--- src/hdl/r2cp_pkg.sv ---
`default_nettype none
package r2cp_pkg;

  localparam int REG_WIDTH = 40;
  localparam int COUNT_WIDTH_DEFAULT = 40;

  // Largest decimal value accepted on any number line.
  localparam logic [63:0] NUM_CAP = 64'd1000000000000;

  localparam logic [7:0] CH_STAR   = 8'h2A;
  localparam logic [7:0] CH_DOLLAR = 8'h24;
  localparam logic [7:0] CH_MINUS  = 8'h2D;
  localparam logic [7:0] CH_CR     = 8'h0D;
  localparam logic [7:0] CH_LF     = 8'h0A;
  localparam logic [7:0] CH_ZERO   = 8'h30;
  localparam logic [7:0] CH_NINE   = 8'h39;

  localparam logic CFG_MAX_ARG_COUNT   = 1'b0;
  localparam logic CFG_MAX_BULK_LENGTH = 1'b1;

  typedef enum logic [3:0] {
    PH_STAR      = 4'd0,
    PH_CNT       = 4'd1,
    PH_CNT_LF    = 4'd2,
    PH_DOLLAR    = 4'd3,
    PH_LEN       = 4'd4,
    PH_LEN_MINUS = 4'd5,
    PH_LEN_LF    = 4'd6,
    PH_DATA      = 4'd7,
    PH_DATA_CR   = 4'd8,
    PH_DATA_LF   = 4'd9
  } phase_t;

  typedef enum logic [2:0] {
    KIND_FRAME   = 3'd0,
    KIND_DATA    = 3'd1,
    KIND_ARG_END = 3'd2,
    KIND_CMD_END = 3'd3,
    KIND_ERROR   = 3'd4,
    KIND_IGNORED = 3'd5
  } kind_t;

  typedef struct packed {
    kind_t                 kind;
    logic [7:0]            data_out;
    logic [REG_WIDTH-1:0]  arg_index;
    logic [REG_WIDTH-1:0]  arg_total;
    logic [REG_WIDTH-1:0]  bytes_left;
  } result_t;

endpackage
`default_nettype wire

--- src/hdl/r2cp_cfg_regs.sv ---
`default_nettype none
module r2cp_cfg_regs #(
  parameter int COUNT_WIDTH = r2cp_pkg::COUNT_WIDTH_DEFAULT
) (
  input  wire logic                           clk,
  input  wire logic                           rst,
  input  wire logic                           cfg_wr_en,
  input  wire logic                           cfg_addr,
  input  wire logic [r2cp_pkg::REG_WIDTH-1:0] cfg_wdata,
  output logic      [COUNT_WIDTH-1:0]         arg_limit,
  output logic      [COUNT_WIDTH-1:0]         len_limit
);
  import r2cp_pkg::*;

  // Limits are kept already clamped to the decimal cap and the counter range.
  localparam logic [63:0] CNT_MAX = (64'd1 << COUNT_WIDTH) - 64'd1;
  localparam logic [63:0] CAP64   = (NUM_CAP < CNT_MAX) ? NUM_CAP : CNT_MAX;
  localparam logic [COUNT_WIDTH-1:0] CAP = CAP64[COUNT_WIDTH-1:0];

  logic [COUNT_WIDTH-1:0] wdata_clamped;

  always_comb begin
    if (64'(cfg_wdata) < CAP64) begin
      wdata_clamped = cfg_wdata[COUNT_WIDTH-1:0];
    end else begin
      wdata_clamped = CAP;
    end
  end

  always_ff @(posedge clk) begin
    if (rst) begin
      arg_limit <= CAP;
      len_limit <= CAP;
    end else if (cfg_wr_en) begin
      unique case (cfg_addr)
        CFG_MAX_ARG_COUNT:   arg_limit <= wdata_clamped;
        CFG_MAX_BULK_LENGTH: len_limit <= wdata_clamped;
        default: ;
      endcase
    end
  end

endmodule
`default_nettype wire

--- src/hdl/r2cp_parse_core.sv ---
`default_nettype none
module r2cp_parse_core #(
  parameter int COUNT_WIDTH = r2cp_pkg::COUNT_WIDTH_DEFAULT
) (
  input  wire logic                   clk,
  input  wire logic                   rst,
  input  wire logic                   advance,
  input  wire logic [7:0]             byte_in,
  input  wire logic [COUNT_WIDTH-1:0] arg_limit,
  input  wire logic [COUNT_WIDTH-1:0] len_limit,
  output r2cp_pkg::result_t           result
);
  import r2cp_pkg::*;

  localparam int WW = COUNT_WIDTH + 4;

  phase_t                 phase, phase_next;
  logic [COUNT_WIDTH-1:0] number_value, number_value_next;
  logic                   minus_seen, minus_seen_next;
  logic                   digit_seen, digit_seen_next;
  logic [COUNT_WIDTH-1:0] args_total, args_total_next;
  logic [COUNT_WIDTH-1:0] args_done, args_done_next;
  logic [COUNT_WIDTH-1:0] payload_left, payload_left_next;
  logic                   error_latched, error_latched_next;

  logic                   is_digit;
  logic [WW-1:0]          num_wide;
  logic [WW-1:0]          value10;
  logic [COUNT_WIDTH-1:0] limit_sel;
  logic                   fits;
  logic [COUNT_WIDTH-1:0] left_dec;
  logic [COUNT_WIDTH-1:0] done_inc;
  logic                   bad;
  kind_t                  kind;
  logic [7:0]             dout;
  logic [COUNT_WIDTH-1:0] idx;

  assign is_digit  = (byte_in >= CH_ZERO) && (byte_in <= CH_NINE);
  assign limit_sel = (phase == PH_CNT) ? arg_limit : len_limit;
  assign num_wide  = WW'(number_value);
  assign value10   = (num_wide << 3) + (num_wide << 1) + WW'(byte_in[3:0]);
  assign fits      = value10 <= WW'(limit_sel);
  assign left_dec  = (payload_left != '0) ? payload_left - COUNT_WIDTH'(1) : payload_left;
  assign done_inc  = args_done + COUNT_WIDTH'(1);

  always_comb begin
    phase_next         = phase;
    number_value_next  = number_value;
    minus_seen_next    = minus_seen;
    digit_seen_next    = digit_seen;
    args_total_next    = args_total;
    args_done_next     = args_done;
    payload_left_next  = payload_left;
    error_latched_next = error_latched;
    kind               = KIND_FRAME;
    dout               = 8'd0;
    idx                = args_done;
    bad                = 1'b0;

    if (error_latched) begin
      kind = KIND_IGNORED;
    end else begin
      unique case (phase)
        PH_STAR: begin
          if (byte_in == CH_STAR) begin
            args_total_next   = '0;
            args_done_next    = '0;
            payload_left_next = '0;
            idx               = '0;
            number_value_next = '0;
            minus_seen_next   = 1'b0;
            digit_seen_next   = 1'b0;
            phase_next        = PH_CNT;
          end else begin
            bad = 1'b1;
          end
        end
        PH_CNT: begin
          if (is_digit) begin
            number_value_next = value10[COUNT_WIDTH-1:0];
            digit_seen_next   = 1'b1;
            bad               = !fits;
          end else if (byte_in == CH_CR) begin
            if (!digit_seen || number_value == '0) begin
              bad = 1'b1;
            end else begin
              phase_next = PH_CNT_LF;
            end
          end else begin
            bad = 1'b1;
          end
        end
        PH_CNT_LF: begin
          if (byte_in == CH_LF) begin
            args_total_next = number_value;
            args_done_next  = '0;
            phase_next      = PH_DOLLAR;
          end else begin
            bad = 1'b1;
          end
        end
        PH_DOLLAR: begin
          if (byte_in == CH_DOLLAR) begin
            number_value_next = '0;
            minus_seen_next   = 1'b0;
            digit_seen_next   = 1'b0;
            phase_next        = PH_LEN;
          end else begin
            bad = 1'b1;
          end
        end
        PH_LEN: begin
          if (is_digit) begin
            number_value_next = value10[COUNT_WIDTH-1:0];
            digit_seen_next   = 1'b1;
            bad               = !fits || (minus_seen && value10 != '0);
          end else if (byte_in == CH_MINUS && !digit_seen && !minus_seen) begin
            minus_seen_next = 1'b1;
            phase_next      = PH_LEN_MINUS;
          end else if (byte_in == CH_CR && digit_seen) begin
            phase_next = PH_LEN_LF;
          end else begin
            bad = 1'b1;
          end
        end
        PH_LEN_MINUS: begin
          if (byte_in == CH_ZERO) begin
            digit_seen_next = 1'b1;
            phase_next      = PH_LEN;
          end else begin
            bad = 1'b1;
          end
        end
        PH_LEN_LF: begin
          if (byte_in == CH_LF) begin
            payload_left_next = number_value;
            phase_next        = (number_value == '0) ? PH_DATA_CR : PH_DATA;
          end else begin
            bad = 1'b1;
          end
        end
        PH_DATA: begin
          kind              = KIND_DATA;
          dout              = byte_in;
          payload_left_next = left_dec;
          if (left_dec == '0) begin
            phase_next = PH_DATA_CR;
          end
        end
        PH_DATA_CR: begin
          if (byte_in == CH_CR) begin
            phase_next = PH_DATA_LF;
          end else begin
            bad = 1'b1;
          end
        end
        PH_DATA_LF: begin
          if (byte_in == CH_LF) begin
            args_done_next = done_inc;
            if (done_inc >= args_total) begin
              kind       = KIND_CMD_END;
              phase_next = PH_STAR;
            end else begin
              kind       = KIND_ARG_END;
              phase_next = PH_DOLLAR;
            end
          end else begin
            bad = 1'b1;
          end
        end
        default: bad = 1'b1;
      endcase

      if (bad) begin
        kind               = KIND_ERROR;
        dout               = 8'd0;
        idx                = args_done;
        error_latched_next = 1'b1;
      end
    end

    result.kind       = kind;
    result.data_out   = dout;
    result.arg_index  = REG_WIDTH'(idx);
    result.arg_total  = REG_WIDTH'(args_total_next);
    result.bytes_left = (kind == KIND_DATA) ? REG_WIDTH'(payload_left_next) : '0;
  end

  always_ff @(posedge clk) begin
    if (rst) begin
      phase         <= PH_STAR;
      number_value  <= '0;
      minus_seen    <= 1'b0;
      digit_seen    <= 1'b0;
      args_total    <= '0;
      args_done     <= '0;
      payload_left  <= '0;
      error_latched <= 1'b0;
    end else if (advance) begin
      phase         <= phase_next;
      number_value  <= number_value_next;
      minus_seen    <= minus_seen_next;
      digit_seen    <= digit_seen_next;
      args_total    <= args_total_next;
      args_done     <= args_done_next;
      payload_left  <= payload_left_next;
      error_latched <= error_latched_next;
    end
  end

endmodule
`default_nettype wire

--- src/hdl/resp2_command_parser_top.sv ---
`default_nettype none
// RESP2 command parser: takes a request stream one byte per transfer and
// returns exactly one result transfer per input byte, in order. A command is
// '*', a decimal argument count, CR LF, then that many bulk strings of the form
// '$', a decimal length, CR LF, payload, CR LF. Payload bytes come out with
// kind DATA, their argument index and the payload bytes still to come; the LF
// that closes an argument reports ARG_END, or CMD_END for the last argument;
// every other framing byte reports FRAME. The first byte that makes a valid
// command impossible (bad marker, bad digit, empty or zero count, negative
// length, value above 10^12, above the counter range or above the configured
// limit, missing CR or LF) reports ERROR; all later bytes report IGNORED until
// reset. Throughput is one byte per clock while out_ready stays high: the byte
// sits in an input register, one pass of the phase machine and its counters
// decides the result and next state, and the result goes to an output
// register. in_ready depends on out_ready through the output register's free
// slot. COUNT_WIDTH (8 to 40) sets the width of the count, length and index
// counters; values beyond its range are errors. Limit registers are written
// through cfg_wr_en/cfg_addr/cfg_wdata (index 0 max_arg_count, index 1
// max_bulk_length) while idle.
module resp2_command_parser_top #(
  parameter int COUNT_WIDTH = r2cp_pkg::COUNT_WIDTH_DEFAULT
) (
  input  wire logic                           clk,
  input  wire logic                           rst,
  // byte stream in
  input  wire logic                           in_valid,
  output logic                                in_ready,
  input  wire logic [7:0]                     data_in,
  // results out
  output logic                                out_valid,
  input  wire logic                           out_ready,
  output logic      [2:0]                     kind,
  output logic      [7:0]                     data_out,
  output logic      [r2cp_pkg::REG_WIDTH-1:0] arg_index,
  output logic      [r2cp_pkg::REG_WIDTH-1:0] arg_total,
  output logic      [r2cp_pkg::REG_WIDTH-1:0] bytes_left,
  // limit registers
  input  wire logic                           cfg_wr_en,
  input  wire logic                           cfg_addr,
  input  wire logic [r2cp_pkg::REG_WIDTH-1:0] cfg_wdata
);
  import r2cp_pkg::*;

  logic                   in_full;
  logic [7:0]             in_byte;
  logic                   advance;
  result_t                core_result;
  result_t                out_result;
  logic [COUNT_WIDTH-1:0] arg_limit;
  logic [COUNT_WIDTH-1:0] len_limit;

  // Move the held byte through the parser when the output slot is free or
  // is being emptied in this cycle.
  assign advance  = in_full && (!out_valid || out_ready);
  assign in_ready = !in_full || advance;

  // Input register: load on an input transfer, drop once parsed.
  always_ff @(posedge clk) begin
    if (rst) begin
      in_full <= 1'b0;
    end else if (in_valid && in_ready) begin
      in_full <= 1'b1;
    end else if (advance) begin
      in_full <= 1'b0;
    end
  end

  always_ff @(posedge clk) begin
    if (in_valid && in_ready) begin
      in_byte <= data_in;
    end
  end

  r2cp_cfg_regs #(
    .COUNT_WIDTH (COUNT_WIDTH)
  ) u_cfg (
    .clk       (clk),
    .rst       (rst),
    .cfg_wr_en (cfg_wr_en),
    .cfg_addr  (cfg_addr),
    .cfg_wdata (cfg_wdata),
    .arg_limit (arg_limit),
    .len_limit (len_limit)
  );

  r2cp_parse_core #(
    .COUNT_WIDTH (COUNT_WIDTH)
  ) u_core (
    .clk       (clk),
    .rst       (rst),
    .advance   (advance),
    .byte_in   (in_byte),
    .arg_limit (arg_limit),
    .len_limit (len_limit),
    .result    (core_result)
  );

  // Output register: hold the result until its transfer completes.
  always_ff @(posedge clk) begin
    if (rst) begin
      out_valid <= 1'b0;
    end else if (advance) begin
      out_valid <= 1'b1;
    end else if (out_ready) begin
      out_valid <= 1'b0;
    end
  end

  always_ff @(posedge clk) begin
    if (advance) begin
      out_result <= core_result;
    end
  end

  assign kind       = out_result.kind;
  assign data_out   = out_result.data_out;
  assign arg_index  = out_result.arg_index;
  assign arg_total  = out_result.arg_total;
  assign bytes_left = out_result.bytes_left;

endmodule
`default_nettype wire

--- config.mk ---
export PLATFORM = sky130hd
export DESIGN_NAME = resp2_command_parser_top
export DESIGN_NICKNAME = d
export VERILOG_FILES = /design/src/hdl/r2cp_pkg.sv /design/src/hdl/r2cp_cfg_regs.sv /design/src/hdl/r2cp_parse_core.sv /design/src/hdl/resp2_command_parser_top.sv
export SDC_FILE = /design/constraint.sdc
export NUM_CORES = 1
export LEC_CHECK = 0
export ABC_CLOCK_PERIOD_IN_PS = 5200
export BUFFER_PORTS_ARGS = -buffer_cell sky130_fd_sc_hd__buf_2
export CAP_MARGIN = 5
export CELL_PAD_IN_SITES_DETAIL_PLACEMENT = 0
export CELL_PAD_IN_SITES_GLOBAL_PLACEMENT = 1
export CORE_MARGIN = 10
export CORE_UTILIZATION = 42
export DETAILED_ROUTE_END_ITERATION = 8
export PLACE_DENSITY = 0.85
export SYNTH_ARGS = -nofsm -noshare
export SYNTH_HDL_FRONTEND = slang
export SYNTH_SLANG_ARGS = --single-unit
--- constraint.sdc ---
create_clock -name clk -period 5.2 [get_ports clk]
set_clock_uncertainty 0.15 [all_clocks]
set_input_delay 0.26 -clock clk [delete_from_list [all_inputs] [get_ports clk]]
set_output_delay 0.26 -clock clk [all_outputs]
set_load 0.01 [all_outputs]
## Yosys cells after proc, flatten, opt, wreduce, memory -nomap -nowiden

Cells that the tools add are included.

| operators by class | value |
|---|---|
| add/sub/neg operators | 4 |
| $lt $le $gt $ge | 5 |
| equality and inequality tests | 31 |
| mux-type cells | 71 |
| bitwise logic cells | 3 |
| reductions and logical operators | 38 |

Operator list:

| operator | count |
|---|---|
| $mux 40 | 18 |
| $pmux 40 s3 | 3 |
| $logic_not 40->1 | 2 |
| $pmux 40 s2 | 1 |
| $mux 4 | 15 |
| $add 43x41->44 | 1 |
| $add 44x4->44 | 1 |
| $le 44x40->1 | 1 |
| $reduce_bool 44->1 | 1 |
| $add 40x1->40 const B | 1 |
| $ge 40x40->1 | 1 |
| $lt 40x40->1 const B | 1 |
| $pmux 4 s10 | 1 |
| $reduce_bool 40->1 | 1 |
| $sub 40x1->40 const B | 1 |
| $eq 8x6->1 const B | 4 |
| $mux 1 | 25 |
| $ne 2x1->1 const B | 10 |
| $eq 4x3->1 const B | 4 |
| $eq 8x4->1 const B | 2 |
| $reduce_and 16->1 | 1 |
| $reduce_and 7->1 | 2 |
| $reduce_bool 10->1 | 1 |
| $mux 3 | 3 |
| 26 further kinds | 51 |

| storage, ports and cells | value |
|---|---|
| flip-flop bits (word level) | 388 |
| bits of input ports | 54 |
| logic and storage cells | 170 |

## Longest topological paths before layout

| logic depth | value |
|---|---|
| word-level depth | 11 |
| mapped depth | 21 |
| gate-level depth less buffers | 21 |

## Modules after synthesis

From an unflattened synthesis, not the netlist that was laid out.

| second synthesis, totals | value |
|---|---|
| cell total of the unflattened synthesis | 2622 |
| area, all modules | 23055.9 um^2 |

By module, submodules not included:

| module | instances | cells each | area each (um^2) |
|---|---|---|---|
| r2cp_parse_core | 1 | 2211 | 15902.8 |
| resp2_command_parser_top | 1 | 149 | 4277.9 |
| r2cp_cfg_regs | 1 | 262 | 2875.3 |

## Least setup slack after synthesis

Ideal clock, no wire load.

| timing path | value |
|---|---|
| path kind | reg-to-reg |
| start point | reg out_valid |
| end point | reg out_result (netlist bit arg_index[0]) (enable) |
| arrival time | 4.529 ns |
| slack | -0.026 ns |
| cell stages (with the launch flop) | 5 |
| path buffers | 1 |
| clock period less this slack | 5.226 ns |
| path through | dfxtp_1 -> nor2b_1 -> nand2b_1 -> inv_2 -> clkbuf_1 |

| between the ends | value |
|---|---|
| longest elaborated chain between the ends | 3 |

Ends and longest elaborated chain:

| item | RTL line | text |
|---|---|---|
| start: declaration | resp2_command_parser_top.sv:30 | `output logic out_valid,` |
| start signal: assignment | resp2_command_parser_top.sv:101 | `out_valid <= 1'b0;` |
| start signal: assignment | resp2_command_parser_top.sv:103 | `out_valid <= 1'b1;` |
| start signal: assignment | resp2_command_parser_top.sv:105 | `out_valid <= 1'b0;` |
| $logic_not 1->1 | resp2_command_parser_top.sv:54 | `assign advance = in_full && (!out_valid \|\| out_ready);` |
| $logic_or 1x1->1 | resp2_command_parser_top.sv:54 |  |
| $logic_and 1x1->1 | resp2_command_parser_top.sv:54 |  |
| named net advance | resp2_command_parser_top.sv:46 | `logic advance;` |
| end signal: assignment | resp2_command_parser_top.sv:111 | `out_result <= core_result;` |
| end: declaration | resp2_command_parser_top.sv:48 | `result_t out_result;` |

The timed path passes the listed nets, and every way through them passes these cells.
A chain may end at the register's enable or synchronous reset.

==> results.tsv <==
metric	value	unit
Clk pwr share	0.431	
routed wire length	79.9	mm
Placeable Area	0.0541	mm^2
number of global-route vias before repair	21400	
Synth top cells by count	nand2_1 (302), nor2_1 (280), a21oi_1 (256)	
Post-Synth XOR/XNOR Area	0.0281	
PD cells	252	mW/mm^2
Arrival @ worst endpoint	5.32	ns
height of the die	254	um
Sw Pwr	1910	uW
GPL Wtd Cong	0.962	
post-synthesis adder-cell area fraction	0.0896	
Max Cap Violations	0	
worst min path class	in -> reg	
DP HPWL	58.9	mm
fmax	0.194	GHz
final core occ	0.520	
post-synthesis sequential area ratio	0.397	
gr usage total	0.241	
syn_nets	2915	
Slew headroom	0.187	
Peak supply drop	0.000217	V
vias	22100	
clock tree from TritonCTS	done	
initial antenna violation count	2	
I/O Buffers	186	
Flop pwr share	0.467	
mean routed wirelength per cell	21.2	um
floorplan row count	85	
final routed DRC violation total	0	
synth warn	0	
Multi-input gate area	0.0133	mm^2
Net Sw Frac	0.269	
Final Setup Violations	0	
crit path max fanout	5	
Synth Instances	2697	
reg-to-reg slack, setup	0.05	ns
synthesized area	0.0231	mm^2
Setup crit end kind	flip-flop	
H-tree Lvls	2	
worst slack at placement	-0.320	ns
Mean Syn Cell Area	8.56	um^2
CTS Root Cell	clkbuf_16	
DRT Pass-1 Iters	6	
Data required, critical path	5.37	ns
final period utilization	0.991	
die area	0.0647	mm^2
largest family of logic cells by synthesized area	simple AND/OR/NAND/NOR gates	
crit path kind	reg -> reg	
Comb power frac	0.101	
Num Clock Sinks	388	
top-count cell post-synth	nand2_1	
number of CTS-inserted buffers	42	
slew at the pin closest to its max-slew limit	1.21	ns
sequential cell area	0.00916	mm^2
status	completed	
Final Critical Period	5.15	ns
startpoint types	flip-flop	
Max clock buf depth	3	
Slew Limit Fails	0	
Distinct cells, synth	89	
RSZ-0062 raised after global routing	true	
Fillers	5030	
Die W	254	um
first-pass GRT wire length	124	mm
initial core utilization	0.426	
total gr overflow	0	
pin count of the biggest net entering global routing	142	
mux share of post-synthesis cell area	0.0293	
Final ANT Viol Nets	0	
Nets	3247	
Main synth FF type	dfxtp_1	
Synth Area in Compound Gates	0.202	
Yosys reg bits	388	
post-synth top area cell	dfxtp_1	
Leak	0.0112	uW
layout cells sized above 1	0.182	
via density per instance	5.89	
Int Pwr	5180	uW
Top Ports	187	
Antenna Cells	0	
P&R area growth vs syn	22.0	%
top post-synthesis cells by area	dfxtp_1 (22%), edfxtp_1 (18%), ha_1 (8.8%)	
Worst-path clk slew	0.06	ns
clock latency on the worst-skew pair	0.60	ns
post-synth top area share	0.216	
number of synthesized flops with an enable pin	139	
ys async rst share	0	
Simple-Gate Fraction of Synth Area	0.214	
DR iter-0 viols	2167	
final worst slack	0.0493	ns
Final Hold Fails	0	
[area by class of cell]
| class | count | area share |
|---|---|---|
| clock buffer | 51 | 0.0404 |
| clock inverter | 27 | 0.00920 |
| inverter | 69 | 0.00946 |
| multi-input combinational | 2065 | 0.472 |
| sequential | 388 | 0.325 |
| tap | 696 | 0.0309 |
| timing repair buffer | 463 | 0.113 |
[power by group through the flow]
| stage | Clock [uW] | Combinational, uW | Sequential (uW) |
|---|---|---|---|
| after global routing | 3220 | 781 | 3320 |
| after CTS | 3110 | 710 | 3310 |
| after floorplan | 0 | 424 | 3380 |
| after detailed placement | 0 | 675 | 3380 |
| after global placement | 0 | 666 | 3370 |
| final | 3060 | 718 | 3310 |
[timing repair]
action / in CTS / in global routing
gates resized for setup: 36 / 20
hold buffers: 50 / 0
buffers inserted: 5 / 5
endpoints found under the setup margin: 3 / 6
pin swaps: 22 / 15
hold endpoints to repair: 88 / 0
[worst paths after layout]
check / from / to / depth (start not counted)
min: cfg_wdata[33] / u_cfg.len_limit[33]$_SDFFE_PP0P_ / 5
max reg2reg: in_byte[3]$_DFFE_PP_ / kind[2]$_DFFE_PP_ / 22
max: in_byte[3]$_DFFE_PP_ / kind[2]$_DFFE_PP_ / 22
min reg2reg: u_cfg.len_limit[13]$_SDFFE_PP0P_ / u_cfg.len_limit[13]$_SDFFE_PP0P_ / 2
[sequential cells by signal, summed over array words and instances, names as in the netlist, 3 cells and up]
register	cells
arg_index	40
arg_total	40
bytes_left	40
u_cfg.arg_limit	40
u_cfg.len_limit	40
u_core.args_done	40
u_core.args_total	40
u_core.number_value	40
u_core.payload_left	40
data_out	8
in_byte	8
u_core.phase	4
kind	3
[metrics by stage]
stage / instances / power, uW / instance area [um^2] / hold slack, ns / setup TNS (ns)
after floorplan: 2697 / 3800 / 23100 / 0.209 / 0
after global placement: 3621 / 4040 / 25900 / 0.286 / -0.502
after detailed placement: 3621 / 4050 / 25900 / 0.289 / -0.826
after CTS: 3754 / 7130 / 28000 / 0.00124 / -0.0247
after global routing: 3759 / 7320 / 28200 / 0.0756 / -0.666
final: 3759 / 7090 / 28200 / 0.0302 / 0
[cells in the final DEF, fill, tap and decap left out, types with 9 or more instances in the layout]
| master | instances |
|---|---|
| a211o_1 | 9 |
| a211oi_1 | 50 |
| a21o_1 | 38 |
| a21oi_1 | 252 |
| a22o_1 | 38 |
| a22oi_1 | 70 |
| and2_1 | 16 |
| and3_1 | 22 |
| buf_2 | 185 |
| buf_4 | 223 |
| clkbuf_16 | 42 |
| dfxtp_1 | 248 |
| dlygate4sd3_1 | 50 |
| edfxtp_1 | 139 |
| ha_1 | 157 |
| inv_1 | 67 |
| mux2i_1 | 63 |
| nand2_1 | 300 |
| nand2b_1 | 16 |
| nand3_1 | 104 |
| nand3b_1 | 14 |
| nand4_1 | 46 |
| nor2_1 | 279 |
| nor2b_1 | 52 |
| nor3_1 | 76 |
| nor4_1 | 23 |
| o211ai_1 | 15 |
| o21a_1 | 9 |
| o21ai_0 | 102 |
| o21bai_1 | 22 |
| o22ai_1 | 16 |
| o31ai_1 | 10 |
| or3_1 | 23 |
| or4_1 | 9 |
| xnor2_1 | 39 |
| xor2_1 | 34 |
[cell families after synthesis]
group | count (synthesis)
multiplexers | 67
flip-flops | 388
buffers and inverters | 244
AND/OR/NAND/NOR | 1038
AO/OA/AOI/OAI | 722
XOR/XNOR | 74
adder cells (fa/ha/maj) | 164
[metal layers]
metal  vias to the layer above  global-route usage  share of wire
met5                         -                   0        0.00020
met4                         2              0.0816          0.034
met3                       166              0.0385          0.071
li1                      10500                   -              -
met1                     10500               0.326           0.44
met2                       886               0.384           0.45
[worst max-delay path: stages, from the launching register on]
cell and delay, ns:
edfxtp_1 0.42, fa_2 0.58, inv_2 0.04, fa_2 0.34, nor2b_2 0.14, o31a_1 0.19, o211ai_1 0.14, nand4_1 0.21
nand2_2 0.14, a31o_4 0.29, buf_6 0.13, xnor2_4 0.16, ha_4 0.22, nand4_1 0.18, a21oi_1 0.11, a2111oi_2 0.32
o211ai_1 0.13, a211o_1 0.28, a21oi_2 0.18, o41ai_2 0.09, o31ai_1 0.23, buf_4 0.17, nand2_1 0.04
Power figures use the tool's default switching activity.
